===== src/rtl/apm_pkg.sv =====
// Shared opcodes, status codes and field widths of the array max-priority queue.
package apm_pkg;

  // Field widths of one input item and one result item.
  localparam int unsigned KeyW    = 16;
  localparam int unsigned TagW    = 32;
  localparam int unsigned StatusW = 2;
  localparam int unsigned FillW   = 4;

  // Opcodes carried on the input tuser.
  localparam logic OP_PUSH = 1'b0;
  localparam logic OP_POP  = 1'b1;

  // Status codes carried on the output tuser.
  localparam logic [StatusW-1:0] ST_DONE  = 2'd0;
  localparam logic [StatusW-1:0] ST_FULL  = 2'd1;
  localparam logic [StatusW-1:0] ST_EMPTY = 2'd2;

endpackage


===== src/rtl/array_max_priority_queue.sv =====
// Bounded max-priority queue as an unsorted array, with one comparator and two memory ports.
//
// Each input transfer is a push (tuser 0) of a key and tag, or a pop (tuser 1) of the entry
// with the largest key, the earliest one on equal keys. Entries sit in arrival order in a
// single-port-write, single-port-read memory of CAPACITY slots. A push, a push that finds the
// queue full and a pop that finds it empty go through the result register to the output
// register. A pop of a queue holding N entries reads every entry once through one comparator,
// then moves each entry behind the largest one down a slot through the same memory ports
// (none when the largest entry is the last), then presents the result. The input accepts
// one item at a time; a finished result waits in an output register and the next item is
// taken while it waits. Every result carries the status on tuser and the popped key, tag
// and fill count on tdata.
module array_max_priority_queue
  import apm_pkg::*;
#(
  parameter int unsigned CAPACITY = 8
) (
  input  logic        clk_i,
  input  logic        rst_ni,
  // Input item stream.
  input  logic        s_axis_tvalid,
  output logic        s_axis_tready,
  input  logic [47:0] s_axis_tdata,   // [15:0] key, [47:16] tag
  input  logic        s_axis_tuser,   // [0] opcode
  // Result stream.
  output logic        m_axis_tvalid,
  input  logic        m_axis_tready,
  output logic [55:0] m_axis_tdata,   // [15:0] out_key, [47:16] out_tag, [51:48] fill_count
  output logic [1:0]  m_axis_tuser    // [1:0] status
);

  localparam int unsigned CntW = $clog2(CAPACITY + 1);
  localparam int unsigned IdxW = $clog2(CAPACITY);

  // Sequencer codes.
  localparam logic [1:0] S_IDLE  = 2'd0;
  localparam logic [1:0] S_SCAN  = 2'd1;
  localparam logic [1:0] S_SHIFT = 2'd2;
  localparam logic [1:0] S_DONE  = 2'd3;

  logic [1:0]         state_q, state_d;
  logic [CntW-1:0]    count_q, count_d;
  logic [CntW-1:0]    ptr_q, ptr_d;
  logic               pend_q, pend_d;
  logic [IdxW-1:0]    pidx_q, pidx_d;
  logic [IdxW-1:0]    best_q, best_d;
  logic [StatusW-1:0] res_status_q, res_status_d;
  logic [KeyW-1:0]    res_key_q, res_key_d;
  logic [TagW-1:0]    res_tag_q, res_tag_d;
  logic               mvalid_q, mvalid_d;
  logic [StatusW-1:0] m_status_q, m_status_d;
  logic [KeyW-1:0]    m_key_q, m_key_d;
  logic [TagW-1:0]    m_tag_q, m_tag_d;
  logic [FillW-1:0]   m_fill_q, m_fill_d;

  // Entry store and its registered read data.
  logic [KeyW-1:0]    key_mem [CAPACITY];
  logic [TagW-1:0]    tag_mem [CAPACITY];
  logic [KeyW-1:0]    rd_key_q;
  logic [TagW-1:0]    rd_tag_q;
  logic               we;
  logic [IdxW-1:0]    waddr;
  logic [KeyW-1:0]    wkey;
  logic [TagW-1:0]    wtag;
  logic [IdxW-1:0]    raddr;

  logic               s_xfer;
  logic               issue;
  logic               take_new;
  logic               last_hit;
  logic [IdxW-1:0]    new_best;
  logic [CntW-1:0]    count_m1;

  assign s_axis_tready = (state_q == S_IDLE);
  assign s_xfer        = s_axis_tvalid && s_axis_tready;

  assign count_m1 = count_q - CntW'(1);
  assign raddr    = ptr_q[IdxW-1:0];
  assign issue    = (ptr_q < count_q);
  // The comparator: the first entry always wins, later ones only with a strictly larger key.
  assign take_new = (pidx_q == '0) || (rd_key_q > res_key_q);
  assign new_best = take_new ? pidx_q : best_q;
  assign last_hit = pend_q && (CntW'(pidx_q) == count_m1);

  // Sequencer and datapath next-state logic.
  always_comb begin
    state_d      = state_q;
    count_d      = count_q;
    ptr_d        = ptr_q;
    pend_d       = pend_q;
    pidx_d       = pidx_q;
    best_d       = best_q;
    res_status_d = res_status_q;
    res_key_d    = res_key_q;
    res_tag_d    = res_tag_q;
    mvalid_d     = mvalid_q;
    m_status_d   = m_status_q;
    m_key_d      = m_key_q;
    m_tag_d      = m_tag_q;
    m_fill_d     = m_fill_q;
    we           = 1'b0;
    waddr        = count_q[IdxW-1:0];
    wkey         = s_axis_tdata[15:0];
    wtag         = s_axis_tdata[47:16];

    if (mvalid_q && m_axis_tready) begin
      mvalid_d = 1'b0;
    end

    case (state_q)
      S_IDLE: begin
        if (s_xfer) begin
          res_key_d    = '0;
          res_tag_d    = '0;
          res_status_d = ST_DONE;
          state_d      = S_DONE;
          if (s_axis_tuser == OP_PUSH) begin
            if (count_q == CntW'(CAPACITY)) begin
              res_status_d = ST_FULL;
            end else begin
              we      = 1'b1;
              count_d = count_q + CntW'(1);
            end
          end else if (count_q == '0) begin
            res_status_d = ST_EMPTY;
          end else begin
            ptr_d   = '0;
            pend_d  = 1'b0;
            state_d = S_SCAN;
          end
        end
      end
      S_SCAN: begin
        // Read one slot a cycle and compare it against the best so far.
        pend_d = issue;
        if (issue) begin
          ptr_d  = ptr_q + CntW'(1);
          pidx_d = ptr_q[IdxW-1:0];
        end
        if (pend_q && take_new) begin
          res_key_d = rd_key_q;
          res_tag_d = rd_tag_q;
          best_d    = pidx_q;
        end
        if (last_hit) begin
          if (CntW'(new_best) == count_m1) begin
            count_d = count_m1;
            state_d = S_DONE;
          end else begin
            ptr_d   = CntW'(new_best) + CntW'(1);
            pend_d  = 1'b0;
            state_d = S_SHIFT;
          end
        end
      end
      S_SHIFT: begin
        // Read the slot behind and write it one place down on the next cycle.
        pend_d = issue;
        if (issue) begin
          ptr_d  = ptr_q + CntW'(1);
          pidx_d = ptr_q[IdxW-1:0];
        end
        if (pend_q) begin
          we    = 1'b1;
          waddr = pidx_q - IdxW'(1);
          wkey  = rd_key_q;
          wtag  = rd_tag_q;
        end
        if (last_hit) begin
          count_d = count_m1;
          state_d = S_DONE;
        end
      end
      S_DONE: begin
        // Hand the result to the output register once it is free.
        if (!mvalid_q || m_axis_tready) begin
          mvalid_d   = 1'b1;
          m_status_d = res_status_q;
          m_key_d    = res_key_q;
          m_tag_d    = res_tag_q;
          m_fill_d   = FillW'(count_q);
          state_d    = S_IDLE;
        end
      end
      default: begin
        state_d = S_IDLE;
      end
    endcase
  end

  // Control registers.
  always_ff @(posedge clk_i or negedge rst_ni) begin
    if (!rst_ni) begin
      state_q  <= S_IDLE;
      count_q  <= '0;
      ptr_q    <= '0;
      pend_q   <= 1'b0;
      mvalid_q <= 1'b0;
    end else begin
      state_q  <= state_d;
      count_q  <= count_d;
      ptr_q    <= ptr_d;
      pend_q   <= pend_d;
      mvalid_q <= mvalid_d;
    end
  end

  // Payload registers.
  always_ff @(posedge clk_i) begin
    pidx_q       <= pidx_d;
    best_q       <= best_d;
    res_status_q <= res_status_d;
    res_key_q    <= res_key_d;
    res_tag_q    <= res_tag_d;
    m_status_q   <= m_status_d;
    m_key_q      <= m_key_d;
    m_tag_q      <= m_tag_d;
    m_fill_q     <= m_fill_d;
  end

  // Entry memory: one write port, one registered read port.
  always_ff @(posedge clk_i) begin
    if (we) begin
      key_mem[waddr] <= wkey;
      tag_mem[waddr] <= wtag;
    end
    rd_key_q <= key_mem[raddr];
    rd_tag_q <= tag_mem[raddr];
  end

  assign m_axis_tvalid = mvalid_q;
  assign m_axis_tuser  = m_status_q;
  assign m_axis_tdata  = {4'b0, m_fill_q, m_tag_q, m_key_q};

`ifndef SYNTHESIS
  // The fill count never goes past the capacity.
  assert property (@(posedge clk_i) disable iff (!rst_ni)
    count_q <= CntW'(CAPACITY))
    else $error("entry count exceeds capacity");

  // An accepted push into a queue with room grows the count by one.
  assert property (@(posedge clk_i) disable iff (!rst_ni)
    s_xfer && (s_axis_tuser == OP_PUSH) && (count_q < CntW'(CAPACITY))
    |=> count_q == $past(count_q) + CntW'(1))
    else $error("push did not grow the entry count");

  // A pop of a non-empty queue starts the scan.
  assert property (@(posedge clk_i) disable iff (!rst_ni)
    s_xfer && (s_axis_tuser == OP_POP) && (count_q != '0) |=> state_q == S_SCAN)
    else $error("pop did not start the scan");

  // Only a completed pop returns a key or a tag.
  assert property (@(posedge clk_i) disable iff (!rst_ni)
    mvalid_q && (m_status_q != ST_DONE) |-> (m_key_q == '0) && (m_tag_q == '0))
    else $error("rejected operation returned an entry");
`endif

endmodule


===== config.mk =====
export PLATFORM = sky130hd
export DESIGN_NAME = array_max_priority_queue
export DESIGN_NICKNAME = d
export VERILOG_FILES = /design/src/rtl/apm_pkg.sv /design/src/rtl/array_max_priority_queue.sv
export SDC_FILE = /design/constraint.sdc
export NUM_CORES = 1
export LEC_CHECK = 0
export ABC_AREA = 1
export ABC_CLOCK_PERIOD_IN_PS = 3700
export BUFFER_PORTS_ARGS = -buffer_cell sky130_fd_sc_hd__buf_2
export CORE_UTILIZATION = 55
export DETAILED_ROUTE_END_ITERATION = 8
export GPL_TIMING_DRIVEN = 0
export PLACE_DENSITY = 0.83
export SETUP_SLACK_MARGIN = 0.3
export SLEW_MARGIN = 25
export SYNTH_ARGS = -nofsm -noshare
export SYNTH_HDL_FRONTEND = slang
export SYNTH_SLANG_ARGS = --single-unit
export TNS_END_PERCENT = 20

===== constraint.sdc =====
create_clock -name clk_i -period 3.7 [get_ports clk_i]
set_clock_uncertainty 0.1 [all_clocks]
set_input_delay 0.37 -clock clk_i [delete_from_list [all_inputs] [get_ports clk_i]]
set_output_delay 0.37 -clock clk_i [all_outputs]
set_load 0.005 [all_outputs]

# After elaboration in Yosys (flattened, before gate mapping)
# Memories as Yosys holds them, arrays and structs flattened. A register that Yosys moved wholly into a read port is not among the register bits.
# Index checks and enable logic that the tools add are counted.
[classes]
add_sub_neg = 5
magnitude_cmp = 2
eq_ne = 16
n_mux = 54
n_reduce_logical = 21
[op_table]
columns = ["operator", "count"]
rows = [
  ["32-bit 2-to-1 mux", 4],
  ["16-bit 2-to-1 mux", 4],
  ["32-bit one-hot mux with 2 select lines", 1],
  ["4-bit 2-to-1 mux", 12],
  ["16-bit one-hot mux with 2 select lines", 1],
  ["4-bit one-hot mux with 3 select lines", 2],
  ["16-bit greater-than comparator", 1],
  ["1-bit 2-to-1 mux", 16],
  ["2-bit 2-to-1 mux", 8],
  ["2-bit inequality test, second input constant", 8],
  ["3-bit 2-to-1 mux", 3],
  ["4-bit by 1-bit adder with 4-bit output, second input constant", 2],
  ["3-bit by 4-bit equality test with 1-bit output", 2],
  ["2-bit one-hot mux with 4 select lines", 1],
  ["2-bit AND reduction", 4],
  ["4-bit AND reduction", 2],
  ["7-bit AND reduction", 1],
  ["3-bit by 1-bit adder with 4-bit output, second input constant", 1],
  ["2-bit equality test, second input constant", 2],
  ["4-bit equality test, second input constant", 1],
  ["1-bit logical AND", 4],
  ["4-bit logical NOT", 1],
  ["4-bit < comparator", 1],
  ["2-bit by 1-bit inequality test with 1-bit output, second input constant", 2],
  ["other kinds (13)", 14],
]
[totals]
ff_bits = 122
ramBits = 384
inputBits = 53
out_inout_bits = 60
n_memories = 2
[memory_table]
columns = ["name", "words", "width", "read_ports", "rd_clocked_by_memory_dff", "wr", "line_no", "text"]
rows = [
  ["tag_mem", 8, 32, 1, 1, 1, "array_max_priority_queue.sv:58", "logic [TagW-1:0] tag_mem [CAPACITY];"],
  ["key_mem", 8, 16, 1, 1, 1, "array_max_priority_queue.sv:57", "logic [KeyW-1:0] key_mem [CAPACITY];"],
]

# Logic depth before layout (Yosys ltp)
[depth]
ltp_word = 7
ltp_mapped = 24

# Worst setup path after synthesis
# OpenSTA, ideal clock, no wires.
[synth_path]
path_type = "flip-flop to flip-flop"
from = "register res_key_q[11]"
to = "register res_key_q[0], enable pin"
setup_ps = 455
arrival_time_ps = 3492
setup_slack_ps = -347
stages_incl_launch_ff = 13
n_path_buf = 0
path_cell_list = "edfxtp_1 > inv_1 > ha_1 > nand4_2 > nor3_4 > nand2_1 > nand2_2 > nand2_4 > nand2_4 > nand3_1 > inv_1 > nor2_1 > nor2_1"
[synth_via]
elab_chain_len = 5
[synth_lines]
columns = ["element", "line_no", "text"]
rows = [
  ["from (decl)", "array_max_priority_queue.sv:48", "logic [KeyW-1:0] res_key_q, res_key_d;"],
  ["from (signal assigned)", "array_max_priority_queue.sv:213", "res_key_q <= res_key_d;"],
  ["16-bit greater-than comparator", "array_max_priority_queue.sv:81", "assign take_new = (pidx_q == '0) || (rd_key_q > res_key_q);"],
  ["1-bit logical OR", "array_max_priority_queue.sv:81", ""],
  ["1-bit logical AND", "array_max_priority_queue.sv:140", "if (pend_q && take_new) begin"],
  ["2-bit inequality test (no line)", "-", ""],
  ["3-bit AND reduction (no line)", "-", ""],
]
# No other way between the ends.
# A chain may end at the register's enable or synchronous reset.

# Worst setup path after layout
[layout_path]
from = "register state_q[0]"
to = "memory tag_mem[4][28], enable pin"
[layout_via]
elab_chain_len = 6
word_cells_on_any_way = 8
cone_classes = "1 x eq/ne; 5 x mux; 2 x reduce/logical"
[layout_lines]
columns = ["element", "line_no", "text"]
rows = [
  ["from (decl)", "array_max_priority_queue.sv:41", "logic [1:0] state_q, state_d;"],
  ["from (signal assigned)", "array_max_priority_queue.sv:200", "state_q <= state_d;"],
  ["2-bit logical NOT", "array_max_priority_queue.sv:74, array_max_priority_queue.sv:110", ""],
  ["1-bit logical AND", "array_max_priority_queue.sv:75", "assign s_xfer = s_axis_tvalid && s_axis_tready;"],
  ["1-bit 2-to-1 mux", "array_max_priority_queue.sv:112", "if (s_xfer) begin"],
  ["1-bit one-hot mux with 2 select lines", "array_max_priority_queue.sv:110", "case (state_q)"],
  ["1-bit 2-to-1 mux", "array_max_priority_queue.sv:223", "if (we) begin"],
  ["1-bit 2-to-1 mux (not written as such)", "array_max_priority_queue.sv:225", "tag_mem[waddr] <= wtag;"],
  ["to (decl)", "array_max_priority_queue.sv:58", ""],
]
# Several ways; a longest one is shown, not always the timed one.

==> implementation parameters <==
Parameter                              Value

Status
  Run status    finished, violations left
  Violations in the final reports    design-rule violations

Clock tree
  Clock Latency Late Sink    0.61 ns
  # clock sinks    554
  Clock transition at the register clock pins on the worst setup and hold paths after CTS    0.06 ns
  Maximum buffer depth of the clock tree    3
  TritonCTS clock tree    built
  H-tree depth reported by CTS    2
  Clock root buffer master    clkbuf_16
  Number of clock buffers inserted by TritonCTS    51

Route
  Vias/cell    5.91
  Aggregate routed wire length    55.4 mm
  DR DRC count    1
  Number of vias after detailed routing    15138
  Initial DRC count    2179
  Detail-routed net length per standard cell    21.6 µm
  Initial DRT Pass Iterations    9
  Post-route ant nets    0

Floorplan
  Initial Utilization    0.561
  Core area    38800 µm²
  Die width    201 µm
  Number of top-level pins    113
  Die span in y    201 µm
  Die outline area    40400 µm²
  Placement Rows    72

Min path
  Class of the most critical hold timing path    primary input to register
  Worst min-delay path startpoint    s_axis_tvalid

Setup path
  RR Endpoint    tag_mem[4][28]
  Reg-to-Reg Start    state_q[0]
  Biggest fanout along the worst timing path    15
  Category of the worst setup path capture point    register
  Reg-to-reg slack, setup    0.18 ns
  Arrival time of the worst setup path    3.71 ns
  Number of cells on the worst reg-to-reg path    9
  Type of the worst setup path    register to register
  Launch point of the worst path    state_q[0]
  Crit start category    register
  Critical path capture point    tag_mem[4][28]
  Required time of the critical path    3.89 ns

Power and ir drop
  Clock share of power    0.279
  Leak Pwr    0.00976 µW
  Sequential share of power    0.434
  Int Power    13300 µW
  Post-layout power    20100 µW
  Power share of the combinational group    0.287
  Total power per unit cell area    782 nW/µm²
  Max VDD drop    0.000378 V
  Switching power    6760 µW
  Switching part of the total power    0.337

Timing
  Worst relative slew slack    0.456
  Max-slew violation count    0
  Worst-margin pin slew    0.816 ns
  Crit path time final    3.52 ns
  Final hold violation count    0
  Max Freq    0.284 GHz
  Number of setup violations in the final report    0
  Final TNS setup    0 ns
  Final period util    0.952
  RSZ-0062 raised after global routing    yes
  Slack of the critical path    0.177 ns

Logic synthesis
  Flip-flop and latch count after synthesis    554
  Synthesized instance count    1793
  Yosys warns    0
  Count of different cell masters after synthesis    40
  Netlist Area Pre-Place    21800 µm²
  Average footprint of a synthesized cell    12.1 µm²
  Sequential-to-total area share from yosys stat    0.739

Layout
  Cell area after layout    25700 µm²
  Fin nets    2081
  Number of fill cells    2528
  Reg area    16100 µm²
  Diodes inserted    0
  Utilization after layout    0.662
  Area taken by multi-input logic gates    5000 µm²
  Relative area change from synthesis to final layout    18.0%
  Fraction of final layout cells with drive strength greater than 1    0.135

Global route
  Pin count of the biggest net entering global routing    26
  Total global routing track utilization    0.272
  Via count of the first global-routing pass    14942
  Overflow left after global routing    0
  Number of antenna violations at the first check in global routing    0
  Wire length of the first global-routing pass    83.1 mm

Flow run
  Max Cap Violations    0

Placement
  Placed cell area    23700 µm²
  Pre-CTS setup slack    0.121 ns
  Final Wtd Congestion    0.861
  Port-buffer cells    108
  Sum of net half-perimeters after detailed placement    34.6 mm
how the worst min path moves through the flow:
stage | slack [ns] | endpoint | depth (start not counted)
6_report | 0.07 | res_status_q[1] | 3
5_1_grt | 0.09 | res_status_q[1] | 3
4_1_cts | 0.06 | res_status_q[1] | 3
3_5_place_dp | 0.18 | count_q[3] | 1
3_3_place_gp | 0.17 | count_q[0] | 1
2_1_floorplan | -0.03 | count_q[0] | 0
cell usage after synthesis:
library cell | instances | area [µm²]
o21a_1 | 1 | 7.51
nand2_4 | 5 | 56.3
nor2_2 | 3 | 18.8
nand3b_1 | 1 | 7.51
buf_2 | 3 | 15.0
nor2_4 | 1 | 11.3
nor2_1 | 366 | 1370
nor3_1 | 2 | 10.0
nand2_1 | 255 | 957
o21ai_0 | 202 | 1010
o21ai_1 | 4 | 20.0
conb_1 | 1 | 3.75
buf_1 | 9 | 33.8
nand4_2 | 1 | 12.5
ha_1 | 29 | 363
xor2_1 | 5 | 43.8
o221ai_1 | 2 | 17.5
inv_1 | 105 | 394
inv_2 | 2 | 7.51
or2_1 | 2 | 12.5
a211oi_1 | 1 | 7.51
a21oi_2 | 1 | 8.76
edfxtp_1 | 494 | 14800
a21o_1 | 1 | 7.51
nand4_1 | 2 | 12.5
nor4_1 | 1 | 6.26
a21boi_0 | 1 | 7.51
xnor2_1 | 4 | 35.0
dfxtp_1 | 48 | 961
dfrtp_1 | 12 | 300
a21oi_1 | 14 | 70.1
clkbuf_1 | 76 | 285
o211ai_1 | 1 | 7.51
nor3_4 | 1 | 16.3
buf_4 | 5 | 37.5
nand3_2 | 3 | 30.0
a31oi_1 | 48 | 300
nand2_2 | 12 | 75.1
o22ai_1 | 48 | 300
nand3_1 | 21 | 105
cell usage in the layout, fill, tap and decap left out, types with 7 or more instances in the layout:
| cell | instances |
|---|---|
| bufinv_16 | 8 |
| inv_1 | 105 |
| nor2_1 | 356 |
| clkbuf_16 | 51 |
| buf_16 | 21 |
| a21oi_1 | 14 |
| clkbuf_8 | 10 |
| nor2_4 | 11 |
| ha_1 | 29 |
| clkbuf_1 | 86 |
| buf_1 | 9 |
| dfrtp_1 | 12 |
| nand3_1 | 21 |
| edfxtp_1 | 494 |
| nand2_2 | 13 |
| o22ai_1 | 48 |
| o21ai_0 | 202 |
| dfxtp_1 | 48 |
| nand2_1 | 254 |
| buf_12 | 7 |
| buf_2 | 111 |
| a31oi_1 | 48 |
| buf_4 | 16 |
power by group through the flow:
stage | logic [µW] | registers, µW | clock network, µW
CTS | 5630 | 8710 | 5590
global route | 6260 | 8800 | 5830
finish | 5770 | 8720 | 5600
floorplan | 3470 | 8730 | 0
global placement | 4930 | 8860 | 0
detailed placement | 5470 | 8820 | 0
critical path: stages, from the launching register on:
cell,delay [ns]
dfrtp_1,0.43
inv_1,0.13
ha_1,0.39
nand2_2,0.32
clkbuf_1,0.45
nand2_1,0.23
nand2_1,0.27
nor2_4,0.48
buf_16,0.23
buf_16,0.19
repair_timing:
action                                  CTS  global route
hold endpoints to repair                 14             0
setup buffers                             5             8
pin swaps                                 2             3
hold buffers                              3             0
resized for setup                         0             3
endpoints found under the setup margin  237           578
metrics by stage:
stage | instances | hold slack [ns]
2_1_floorplan | 1796 | -0.0256
3_3_place_gp | 2422 | 0.169
3_5_place_dp | 2448 | 0.180
4_1_cts | 2552 | 0.0598
5_1_grt | 2560 | 0.0949
6_report | 2560 | 0.0747
routing by layer:
layer / vias up / GRT usage / part of all wire
met5: - / 0 / 0
met2: 1132 / 0.455 / 0.49
met1: 7133 / 0.334 / 0.35
li1: 6647 / - / -
met4: 0 / 0.147 / 0.049
met3: 226 / 0.0539 / 0.11
cells by family (layout without fill, tap and decap cells):
logic type               after synthesis  count (layout)  synth area share
AO/OA/AOI/OAI                        324             324            0.0810
adder cells (fa/ha/maj)               29              29            0.0167
other                                  1               4          0.000172
buffers and inverters                200             446            0.0355
flip-flops                           554             554             0.739
XOR/XNOR                               9               9           0.00362
AND/OR/NAND/NOR                      676             676             0.124
registers in the layout, summed over array words and instances (netlist names):
name           cells
pend_q             1
res_status_q       2
count_q            4
m_axis_tvalid      1
key_mem          128
state_q            2
rd_key_q          16
rd_tag_q          32
res_key_q         16
m_key_q           16
m_fill_q           4
m_tag_q           32
tag_mem          256
res_tag_q         32
ptr_q              4
pidx_q             3
m_axis_tuser       2
best_q             3
area by class of cell:
class	instances	area share
Buffer	93	0.0145
Tap cell	518	0.0252
Clock inverter	24	0.0136
Multi-Input combinational cell	1042	0.195
Clock buffer	72	0.0566
Inverter	107	0.0156
Timing Repair Buffer	150	0.0534
Sequential cell	554	0.626
Note: power is estimated with default switching activity, not from simulation.
